--- src/rtl/core/cbp_pkg.sv ---
package cbp_pkg;

    // Codebook geometry
    localparam int MAX_CODE_LEN  = 32;
    localparam int ALPHABET_SIZE = 128;
    localparam int ADDR_W        = $clog2(ALPHABET_SIZE);

    // Field widths
    localparam int OP_W   = 2;
    localparam int SYM_W  = 7;
    localparam int CODE_W = 32;
    localparam int LEN_W  = 6;
    localparam int BYTE_W = 8;
    localparam int PEND_W = 3;
    localparam int ACC_W  = 7;

    // Stream payload widths
    localparam int IN_DATA_W  = 48;
    localparam int OUT_DATA_W = 8;

    // Longest code actually stored
    localparam int LEN_LIMIT_I = (MAX_CODE_LEN < CODE_W) ? MAX_CODE_LEN : CODE_W;
    localparam logic [LEN_W-1:0] LEN_LIMIT = LEN_W'(LEN_LIMIT_I);

    // Symbols at or above this are outside the alphabet
    localparam logic [SYM_W:0] SYM_LIMIT = (SYM_W+1)'(ALPHABET_SIZE);

    // Codebook RAM word: length on top, code word below
    localparam int ENTRY_W = LEN_W + CODE_W;

    // Operation codes
    localparam logic [OP_W-1:0] OP_LOAD   = 2'd0;
    localparam logic [OP_W-1:0] OP_ENCODE = 2'd1;
    localparam logic [OP_W-1:0] OP_FINISH = 2'd2;

endpackage

--- src/rtl/core/cbp_ram.sv ---
// Single-port-write, single-port-read RAM with registered read data
module cbp_ram #(
    parameter int WIDTH = 8,
    parameter int DEPTH = 16
) (
    input  logic                     clk,
    input  logic                     we,
    input  logic [$clog2(DEPTH)-1:0] waddr,
    input  logic [WIDTH-1:0]         wdata,
    input  logic                     re,
    input  logic [$clog2(DEPTH)-1:0] raddr,
    output logic [WIDTH-1:0]         rdata
);

    logic [WIDTH-1:0] mem [DEPTH];

    always_ff @(posedge clk)
    begin
        if (we)
        begin
            mem[waddr] <= wdata;
        end
        if (re)
        begin
            rdata <= mem[raddr];
        end
    end

endmodule

--- src/rtl/core/codebook_bit_packer.sv ---
// Load: one beat per cycle while idle. Encode: accept, codebook RAM read, then
// one output byte per cycle while the output is free, then a merge of the
// leftover bits into the accumulator (skipped when the code ends on a byte
// boundary). Finish: flush byte. One item is in work at a time; output waits
// stall the byte loop. Async active-low reset clears control, the accumulator
// and the per-symbol valid bits, so every symbol starts with an empty code.
module codebook_bit_packer
    import cbp_pkg::*;
(
    input  logic                  clk,
    input  logic                  rst_n,
    input  logic                  s_tvalid,
    output logic                  s_tready,
    input  logic [IN_DATA_W-1:0]  s_tdata,   // symbol[6:0], code_bits[38:7], code_length[44:39], zero
    input  logic [OP_W-1:0]       s_tuser,   // operation[1:0]
    output logic                  m_tvalid,
    input  logic                  m_tready,
    output logic [OUT_DATA_W-1:0] m_tdata,   // packed_byte[7:0]
    output logic                  m_tlast    // final_byte
);

    localparam logic [1:0] ST_IDLE   = 2'd0;
    localparam logic [1:0] ST_LOOKUP = 2'd1;
    localparam logic [1:0] ST_SHIFT  = 2'd2;
    localparam logic [1:0] ST_FLUSH  = 2'd3;

    // Input field split
    logic [OP_W-1:0]   operation;
    logic [SYM_W-1:0]  symbol;
    logic [CODE_W-1:0] code_bits;
    logic [LEN_W-1:0]  code_length;

    assign operation   = s_tuser;
    assign symbol      = s_tdata[SYM_W-1:0];
    assign code_bits   = s_tdata[SYM_W+CODE_W-1:SYM_W];
    assign code_length = s_tdata[SYM_W+CODE_W+LEN_W-1:SYM_W+CODE_W];

    logic [1:0]              state_reg, state_next;
    logic [ALPHABET_SIZE-1:0] valid_reg, valid_next;
    logic                    hit_reg, hit_next;
    logic [CODE_W-1:0]       code_reg, code_next;
    logic [LEN_W-1:0]        remain_reg, remain_next;
    logic [ACC_W-1:0]        acc_reg, acc_next;
    logic [PEND_W-1:0]       pend_reg, pend_next;
    logic                    out_valid_reg, out_valid_next;
    logic [BYTE_W-1:0]       out_byte_reg, out_byte_next;
    logic                    out_last_reg, out_last_next;

    logic                    accept;
    logic                    in_range;
    logic                    slot_free;
    logic [LEN_W-1:0]        len_sat;
    logic                    ram_we;
    logic                    ram_re;
    logic [ENTRY_W-1:0]      ram_rdata;
    logic [LEN_W-1:0]        rd_len;
    logic [CODE_W-1:0]       rd_code;
    logic [LEN_W:0]          bit_sum;
    logic [3:0]              take;
    logic [BYTE_W-1:0]       code_top;
    logic [15:0]             acc_wide;
    logic [15:0]             pad_wide;

    assign accept    = s_tvalid && s_tready;
    assign s_tready  = (state_reg == ST_IDLE);
    assign in_range  = ({1'b0, symbol} < SYM_LIMIT);
    assign slot_free = !out_valid_reg || m_tready;
    assign len_sat   = (code_length > LEN_LIMIT) ? LEN_LIMIT : code_length;

    assign ram_we = accept && (operation == OP_LOAD) && in_range;
    assign ram_re = accept && (operation == OP_ENCODE);

    // Codebook: length and code word per symbol
    cbp_ram #(
        .WIDTH (ENTRY_W),
        .DEPTH (ALPHABET_SIZE)
    ) u_codebook (
        .clk   (clk),
        .we    (ram_we),
        .waddr (symbol[ADDR_W-1:0]),
        .wdata ({len_sat, code_bits}),
        .re    (ram_re),
        .raddr (symbol[ADDR_W-1:0]),
        .rdata (ram_rdata)
    );

    // Never-loaded entries read as length zero
    assign rd_len  = hit_reg ? ram_rdata[ENTRY_W-1:CODE_W] : '0;
    assign rd_code = ram_rdata[CODE_W-1:0];

    // Byte-loop helpers
    assign bit_sum  = {4'b0, pend_reg} + {1'b0, remain_reg};
    assign take     = 4'd8 - {1'b0, pend_reg};
    assign code_top = code_reg[CODE_W-1:CODE_W-BYTE_W];
    assign acc_wide = {9'b0, acc_reg} << take;
    assign pad_wide = {9'b0, acc_reg} << take;

    always_comb
    begin
        state_next     = state_reg;
        valid_next     = valid_reg;
        hit_next       = hit_reg;
        code_next      = code_reg;
        remain_next    = remain_reg;
        acc_next       = acc_reg;
        pend_next      = pend_reg;
        out_valid_next = out_valid_reg;
        out_byte_next  = out_byte_reg;
        out_last_next  = out_last_reg;

        // Output register drains on a taken beat
        if (out_valid_reg && m_tready)
        begin
            out_valid_next = 1'b0;
        end

        case (state_reg)
            ST_IDLE:
            begin
                if (accept)
                begin
                    case (operation)
                        OP_LOAD:
                        begin
                            if (in_range)
                            begin
                                valid_next[symbol[ADDR_W-1:0]] = 1'b1;
                            end
                        end
                        OP_ENCODE:
                        begin
                            if (in_range)
                            begin
                                hit_next   = valid_reg[symbol[ADDR_W-1:0]];
                                state_next = ST_LOOKUP;
                            end
                        end
                        OP_FINISH:
                        begin
                            state_next = ST_FLUSH;
                        end
                        default:
                        begin
                            state_next = ST_IDLE;
                        end
                    endcase
                end
            end

            // Left-align the code word so its first bit sits at the top
            ST_LOOKUP:
            begin
                code_next   = rd_code << (6'd32 - rd_len);
                remain_next = rd_len;
                state_next  = ST_SHIFT;
            end

            // Fill one byte per cycle while the output slot is free, then merge any tail bits
            ST_SHIFT:
            begin
                if (bit_sum >= 7'd8)
                begin
                    if (slot_free)
                    begin
                        out_valid_next = 1'b1;
                        out_byte_next  = acc_wide[BYTE_W-1:0] | (code_top >> pend_reg);
                        out_last_next  = 1'b0;
                        code_next      = code_reg << take;
                        remain_next    = remain_reg - {2'b0, take};
                        acc_next       = '0;
                        pend_next      = '0;
                        if (remain_reg == {2'b0, take})
                        begin
                            state_next = ST_IDLE;
                        end
                    end
                end
                else
                begin
                    acc_next   = ACC_W'(({1'b0, acc_reg} << remain_reg)
                                 | (code_top >> (4'd8 - remain_reg[3:0])));
                    pend_next  = pend_reg + remain_reg[PEND_W-1:0];
                    state_next = ST_IDLE;
                end
            end

            // Stop bit, zero pad, final byte
            ST_FLUSH:
            begin
                if (slot_free)
                begin
                    out_valid_next = 1'b1;
                    out_byte_next  = pad_wide[BYTE_W-1:0] | (8'h80 >> pend_reg);
                    out_last_next  = 1'b1;
                    acc_next       = '0;
                    pend_next      = '0;
                    state_next     = ST_IDLE;
                end
            end

            default:
            begin
                state_next = ST_IDLE;
            end
        endcase
    end

    // Control state
    always_ff @(posedge clk or negedge rst_n)
    begin
        if (!rst_n)
        begin
            state_reg     <= ST_IDLE;
            valid_reg     <= '0;
            acc_reg       <= '0;
            pend_reg      <= '0;
            out_valid_reg <= 1'b0;
        end
        else
        begin
            state_reg     <= state_next;
            valid_reg     <= valid_next;
            acc_reg       <= acc_next;
            pend_reg      <= pend_next;
            out_valid_reg <= out_valid_next;
        end
    end

    // Payload registers
    always_ff @(posedge clk)
    begin
        hit_reg      <= hit_next;
        code_reg     <= code_next;
        remain_reg   <= remain_next;
        out_byte_reg <= out_byte_next;
        out_last_reg <= out_last_next;
    end

    assign m_tvalid = out_valid_reg;
    assign m_tdata  = out_byte_reg;
    assign m_tlast  = out_last_reg;

    // A lookup only follows an accepted encode beat
    assert property (@(posedge clk) disable iff (!rst_n)
        (state_reg == ST_LOOKUP) |-> $past(accept))
    else $error("lookup without accepted encode");

    // Accumulator holds no bits above the pending count
    assert property (@(posedge clk) disable iff (!rst_n)
        (({1'b0, acc_reg} >> pend_reg) == 8'd0))
    else $error("accumulator bits beyond pending count");

    // Remaining code bits never exceed the stored length limit
    assert property (@(posedge clk) disable iff (!rst_n)
        (state_reg == ST_SHIFT) |-> (remain_reg <= LEN_LIMIT))
    else $error("remaining bits exceed length limit");

endmodule

--- config.mk ---
export PLATFORM = sky130hd
export DESIGN_NAME = codebook_bit_packer
export DESIGN_NICKNAME = d
export VERILOG_FILES = /design/src/rtl/core/cbp_pkg.sv /design/src/rtl/core/cbp_ram.sv /design/src/rtl/core/codebook_bit_packer.sv
export SDC_FILE = /design/constraint.sdc
export NUM_CORES = 2
export LEC_CHECK = 0
export BUFFER_PORTS_ARGS = -buffer_cell sky130_fd_sc_hd__clkbuf_2
export CORE_ASPECT_RATIO = 2
export CORE_UTILIZATION = 50
export CTS_BUF_LIST = sky130_fd_sc_hd__clkbuf_16
export CTS_CLUSTER_SIZE = 25
export DETAILED_ROUTE_END_ITERATION = 6
export MAX_ROUTING_LAYER = met4
export PLACE_DENSITY = 0.77
export SYNTH_ARGS = -nofsm -noshare
export SYNTH_HDL_FRONTEND = slang
export SYNTH_HIERARCHICAL = 1
export SYNTH_MEMORY_MAX_BITS = 65536
export SYNTH_SLANG_ARGS = --single-unit
--- constraint.sdc ---
create_clock -name clk -period 4.4 [get_ports clk]
set_input_delay 0.88 -clock clk [delete_from_list [all_inputs] [get_ports clk]]
set_output_delay 0.88 -clock clk [all_outputs]
set_load 0.05 [all_outputs]
* Yosys cells after proc, flatten, opt, wreduce, memory -nomap -nowiden
Memory sizes are Yosys's and may differ from the RTL's. A register that Yosys moved wholly into a read port is not among the register bits.
Index checks and enable logic that the tools add are counted.
W data, S select, Z words.
** Operators by class
- Reduce and logical (&&, ||, !) cells :: 16
- Order comparisons :: 4
- Multiplexer cells :: 39
- Shifts and indexed selects :: 7
- $add $sub $neg :: 6
- Eq/ne operators :: 13
- Bitwise operators :: 4
** Operator list (count)
- $or A128 B128 Y128 :: 1
- $mux W32 :: 2
- $pmux W32 S2 :: 1
- $shl A32 B4 Y32 :: 1
- $shl A32 B6 Y32 :: 1
- $mux W6 :: 4
- $mux W8 :: 3
- $or A8 B8 Y8 :: 2
- $pmux W8 S2 :: 1
- $mux W7 :: 2
- $pmux W7 S2 :: 1
- $pmux W6 S2 :: 1
- $mux W1 :: 10
- $mux W2 :: 5
- $reduce_and A3 Y1 :: 3
- $lt A7 B8 Y1 const B :: 1
- $ne A2 B2 Y1 const B :: 4
- $pmux W2 S4 :: 1
- $shl A7 B4 Y8 :: 1
- $shr A8 B3 Y8 :: 1
- $shr A8 B3 Y8 const A :: 1
- $shr A8 B4 Y7 :: 1
- $add A3 B6 Y7 :: 1
- $bmux W1 S7 :: 1
- 27 further kinds :: 39
** Word-level totals
- Output and inout bits :: 11
- RAM bits :: 4864
- Register bits after elaboration :: 189
- Logic and storage cells :: 100
- Memories :: 1
** Memory list
- u_codebook.mem :: depth 128, bits a word 38, rd ports 1, clocked after memory_dff 1, wr ports 1, line cbp_ram.sv:15 : logic [WIDTH-1:0] mem [DEPTH];

* Logic depth before layout (Yosys ltp)
- Depth after elaboration :: 6
- Mapped depth :: 13

* By module
Netlist, hierarchy kept.
** By module, submodules not included
- cbp_ram :: sequential area each 147201.2 sq um, area each 185758.2 sq um, times used 1, cells an instance 7078
- codebook_bit_packer :: sequential area each 4969.8 sq um, area each 12459.4 sq um, times used 1, cells an instance 1197

* Worst setup path before layout
OpenSTA, ideal clock, no wires.
- Kind :: reg2reg
- Start point :: reg state_reg[0]
- End point :: mem u_codebook/mem[98][0] in the netlist's numbering, enable pin
- Period minus slack after synthesis :: 5165 ps
- Arrival time :: 4684 ps
- Cell stages (with the launch flop) :: 6
- Library setup time :: 480 ps
- Setup slack :: -765 ps
- Required time :: 3920 ps
- Path buffers :: 1
- Path through :: dfrtp_1 -> nor2_1 -> and3_1 -> clkbuf_1 -> nand4_1 -> nor3_1
** Between the ends
- Longest elaborated chain between the ends :: 5
** RTL lines
- from (decl) :: line codebook_bit_packer.sv:38 : logic [1:0] state_reg, state_next;
- from (signal assigned) :: line codebook_bit_packer.sv:221 : state_reg <= state_next;
- $logic_not A2 Y1 :: line codebook_bit_packer.sv:65 : assign s_tready = (state_reg == ST_IDLE);
- via s_tready :: line codebook_bit_packer.sv:13 : output logic s_tready,
- $logic_and A1 B1 Y1 :: line codebook_bit_packer.sv:64 : assign accept = s_tvalid && s_tready;
- $logic_and A1 B1 Y1 :: line codebook_bit_packer.sv:70 : assign ram_we = accept && (operation == OP_LOAD) && in_range;
- via ram_we :: line codebook_bit_packer.sv:53 : logic ram_we;
- $mux W1 :: line cbp_ram.sv:19 : if (we)
- $mux W1 (not written as such) :: line cbp_ram.sv:21 : mem[waddr] <= wdata;
- to (decl) :: line cbp_ram.sv:15
The timed path passes the listed nets, and every way through them passes these cells.

* Final worst setup path
- Start point :: reg state_reg[1]
- End point :: mem u_codebook/mem[28][4] in the netlist's numbering, enable pin
** Between the ends
- Longest elaborated chain between the ends :: 5
** RTL lines (line)
- $logic_not A2 Y1 :: codebook_bit_packer.sv:65
- $logic_and A1 B1 Y1 :: codebook_bit_packer.sv:64
- $logic_and A1 B1 Y1 :: codebook_bit_packer.sv:70
- via ram_we :: codebook_bit_packer.sv:53
- $mux W1 :: cbp_ram.sv:19
- $mux W1 (not written as such) :: cbp_ram.sv:21
The timed path passes the listed nets, and every way through them passes these cells.

==> results.py <==
metrics = {
    "detailed_routing": {
        "num_vias": 97940,
        "post-route-drc-count": 0,
        "wl_per_cell_um": 39.1,
        "postRouteWirelength_um": 561000,
        "firstDrtPassIters": 6,
        "ant_nets": 0,
        "viasPerCell": 6.83,
        "drtIter0Drc": 14030,
    },
    "floorplanning": {
        "die_w_um": 447,
        "core_area_um2": 394000,
        "dieArea_um2": 399000,
        "dieHeight_um": 892,
        "num_rows": 326,
        "initial_core_util_pct": 50.3,
        "io_pins": 65,
    },
    "critical_path": {
        "endpoint_kind": "register",
        "arrival_ns": 4.49,
        "crit_fanout": 21,
        "start_kind": "register",
        "required_ns": 4.97,
        "path_class": "register to register",
    },
    "timing": {
        "final_max_slew_viol_count": 0,
        "rsz0062_at_grt": "false",
        "slew_headroom_pct": 2.50,
        "fin_crit_sh_pct": 89.1,
        "min_period_ns": 3.92,
        "tns_ns": 0,
        "skew_ns": 0.0730,
        "setup-violations-final": 0,
        "finalHoldViolations": 0,
        "max_freq_mhz": 255,
        "worst_pin_slew_ns": 1.46,
    },
    "clock_network": {
        "cts-htree-levels": 5,
        "clockBufferDepth": 4,
        "clk_pin_slew_ns": 0.08,
        "cts-root-buf": "clkbuf_16",
        "cts_resized": 0,
        "cts_tree": "yes",
        "hold_buffers": 0,
        "cts_made_buffers": 396,
        "clock_latency_ns": 0.98,
        "clock_sinks": 5091,
        "cts_setup_buffers": 0,
    },
    "synthesis": {
        "synth_top_flop_cell": "edfxtp_1",
        "seq_area_frac_synth_pct": 76.8,
        "syn_inst": 8275,
        "synth_seq_cells": 5091,
        "synth_fp_nets": 8344,
        "synthArstFlopShare_pct": 2.77,
        "synth_edf_count": 4950,
        "ys_types": 73,
        "avgSynthCellArea_um2": 24.0,
        "netlist_area_um2": 198000,
        "yosys_warnings": 6,
    },
    "global_route": {
        "grt-ovfl-total": 0,
        "grt_max_degree": 129,
        "grt_pass1_wl_um": 773000,
        "grt_usage_pct": 28.6,
        "antenna_found_initial": 40,
        "first_global_vias": 101797,
    },
    "placed_design": {
        "gp_congestion": 0.905,
        "port_buffers": 61,
        "hpwl_um": 312000,
    },
    "final_layout": {
        "largest_register_ffs": 4864,
        "final_net_count": 8796,
        "fin_util_pct": 56.7,
        "synthToLayoutAreaGrowth_pct": 12.7,
        "drive_above_1_share_pct": 33.0,
    },
    "worst_hold_path": {
        "hp-class": "input port to async pin",
    },
    "power_and_ir_drop": {
        "power.density_nw_per_um2": 453,
        "p_leak_nw": 69.9,
        "max-vdd-ir-drop_mv": 0.343,
    },
    "run_status": {
        "outcome": "finished, final reports clean",
    },
    "job": {
        "drv_cap": 0,
    },
}
-- power breakdown --
group / internal (mW) / total [mW] / switching [mW]
sequential: 53.7 / 54.2 / 0.510
clock: 20.0 / 37.7 / 17.6
combinational: 3.72 / 9.28 / 5.56
total: 77.5 / 101 / 23.7
-- path summary, 6_finish.rpt --
path / start / endpoint / slack (ns) / depth (start not counted)
worst max-delay path: state_reg[1] / u_codebook/mem[28][4] / 0.48 / 6
worst min-delay path: rst_n / valid_reg[95] / 0.08 / 1
worst max register to register: state_reg[1] / u_codebook/mem[28][4] / 0.48 / 6
worst min register to register: valid_reg[12] / valid_reg[12] / 0.46 / 1
max in group asynchronous: rst_n / valid_reg[16] / 3.35 / 2
min in group clk: s_tvalid / state_reg[0] / 0.24 / 3
-- area by class of cell --
cell class                 instances  area [um^2]
tap                             5248         6570
inverter                          22         82.6
timing repair buffer             523         6250
clock inverter                   325         3210
fill                           26454       171000
multi-input combinational       2693        45100
sequential                      5091       152000
antenna                           31         77.6
clock buffer                     402        10100
-- metal layers --
layer  global-route usage, %  share of wire [%]  vias up  wire length (um)
met5                       -                  0        -                 0
met4                    18.6                8.3        0             46400
met3                    4.02                8.3     2211             46700
met1                    29.2                 29    51525            164000
met2                    50.8                 54     7594            304000
li1                        -                  -    36610                 -
-- cells in the mapped netlist (6+ instances only) --
library cell  instances  area share, %
mux4_2             1650             19
nor2_1              175           0.33
nand2b_1             13          0.041
a21o_1               48           0.18
a32oi_1               7          0.031
a21oi_1              42           0.11
o22ai_1              18          0.057
ha_1                 13          0.082
o211ai_1             16          0.061
and3_1               12          0.038
o2bb2ai_1             9          0.040
nor2b_1              28          0.088
nand2_1             152           0.29
a22o_1               11          0.049
o21ai_0              43           0.11
buf_4                 6          0.023
edfxtp_1           4950             75
a221oi_1             11          0.049
mux2_2               60           0.34
buf_2                91           0.23
inv_1                20          0.038
buf_1                89           0.17
nand3_1              47           0.12
o21bai_1             86           0.33
a211oi_1             14          0.053
or3_1                 6          0.019
buf_6                 6          0.034
mux2i_1             103           0.52
clkbuf_1            277           0.52
o221ai_1              6          0.027
a22oi_1              12          0.045
nor3_1               23          0.058
dfrtp_1             141            1.8
-- logic make-up (layout without fill, tap and decap cells) --
kind of cell / count (synthesis) / after routing / share of synthesized area [%]
other: 0 / 31 / 0
multiplexers: 1815 / 1815 / 19.6
flip-flops: 5091 / 5091 / 76.8
AND/OR/NAND/NOR: 482 / 482 / 1.09
adder cells (fa/ha/maj): 15 / 15 / 0.102
XOR/XNOR: 8 / 8 / 0.0448
AO/OA/AOI/OAI: 373 / 373 / 1.34
buffers and inverters: 491 / 1272 / 1.02
-- layout by cell type, fill, tap and decap left out, types with 7 or more instances in the layout --
cell type	count
clkbuf_16	402
and3_1	11
a21oi_1	42
nor2_1	56
inv_6	16
dfrtp_1	140
mux4_2	1650
o211ai_1	16
buf_12	188
o21bai_1	86
nand2b_1	13
clkinv_2	65
diode_2	31
clkinv_1	74
a21o_1	48
o2bb2ai_1	9
nor2b_1	23
nor3_1	14
ha_1	12
a221oi_1	11
a211oi_1	14
clkbuf_2	20
nor2_4	120
a22o_1	11
clkinv_4	20
a32oi_1	7
mux2i_1	103
mux2_2	60
o22ai_1	18
clkinvlp_4	29
nand3_1	47
inv_1	76
nand2_1	151
a22oi_1	12
edfxtp_1	4950
o21ai_0	42
bufinv_16	55
buf_4	310
-- through the flow --
step	cell area, um^2	setup WS [ns]	power [mW]	hold slack [ns]	instances
2_1_floorplan	198000	-0.765	61.0	0.420	8275
3_3_place_gp	210000	0.212	64.1	0.429	13577
3_5_place_dp	210000	0.144	64.3	0.443	13577
4_1_cts	223000	0.675	101	0.0722	14304
5_1_grt	223000	0.495	103	0.175	14334
6_report	223000	0.478	101	0.0752	14335
-- critical path, cell delays in order, from the launching register on --
cell and delay [ns]:
dfrtp_1 0.51, nor2_1 0.29, and3_1 0.49, nor2b_1 0.35
nand2_1 0.34, nor2_4 0.96, buf_4 0.52
(Power assumes the default switching activity.)
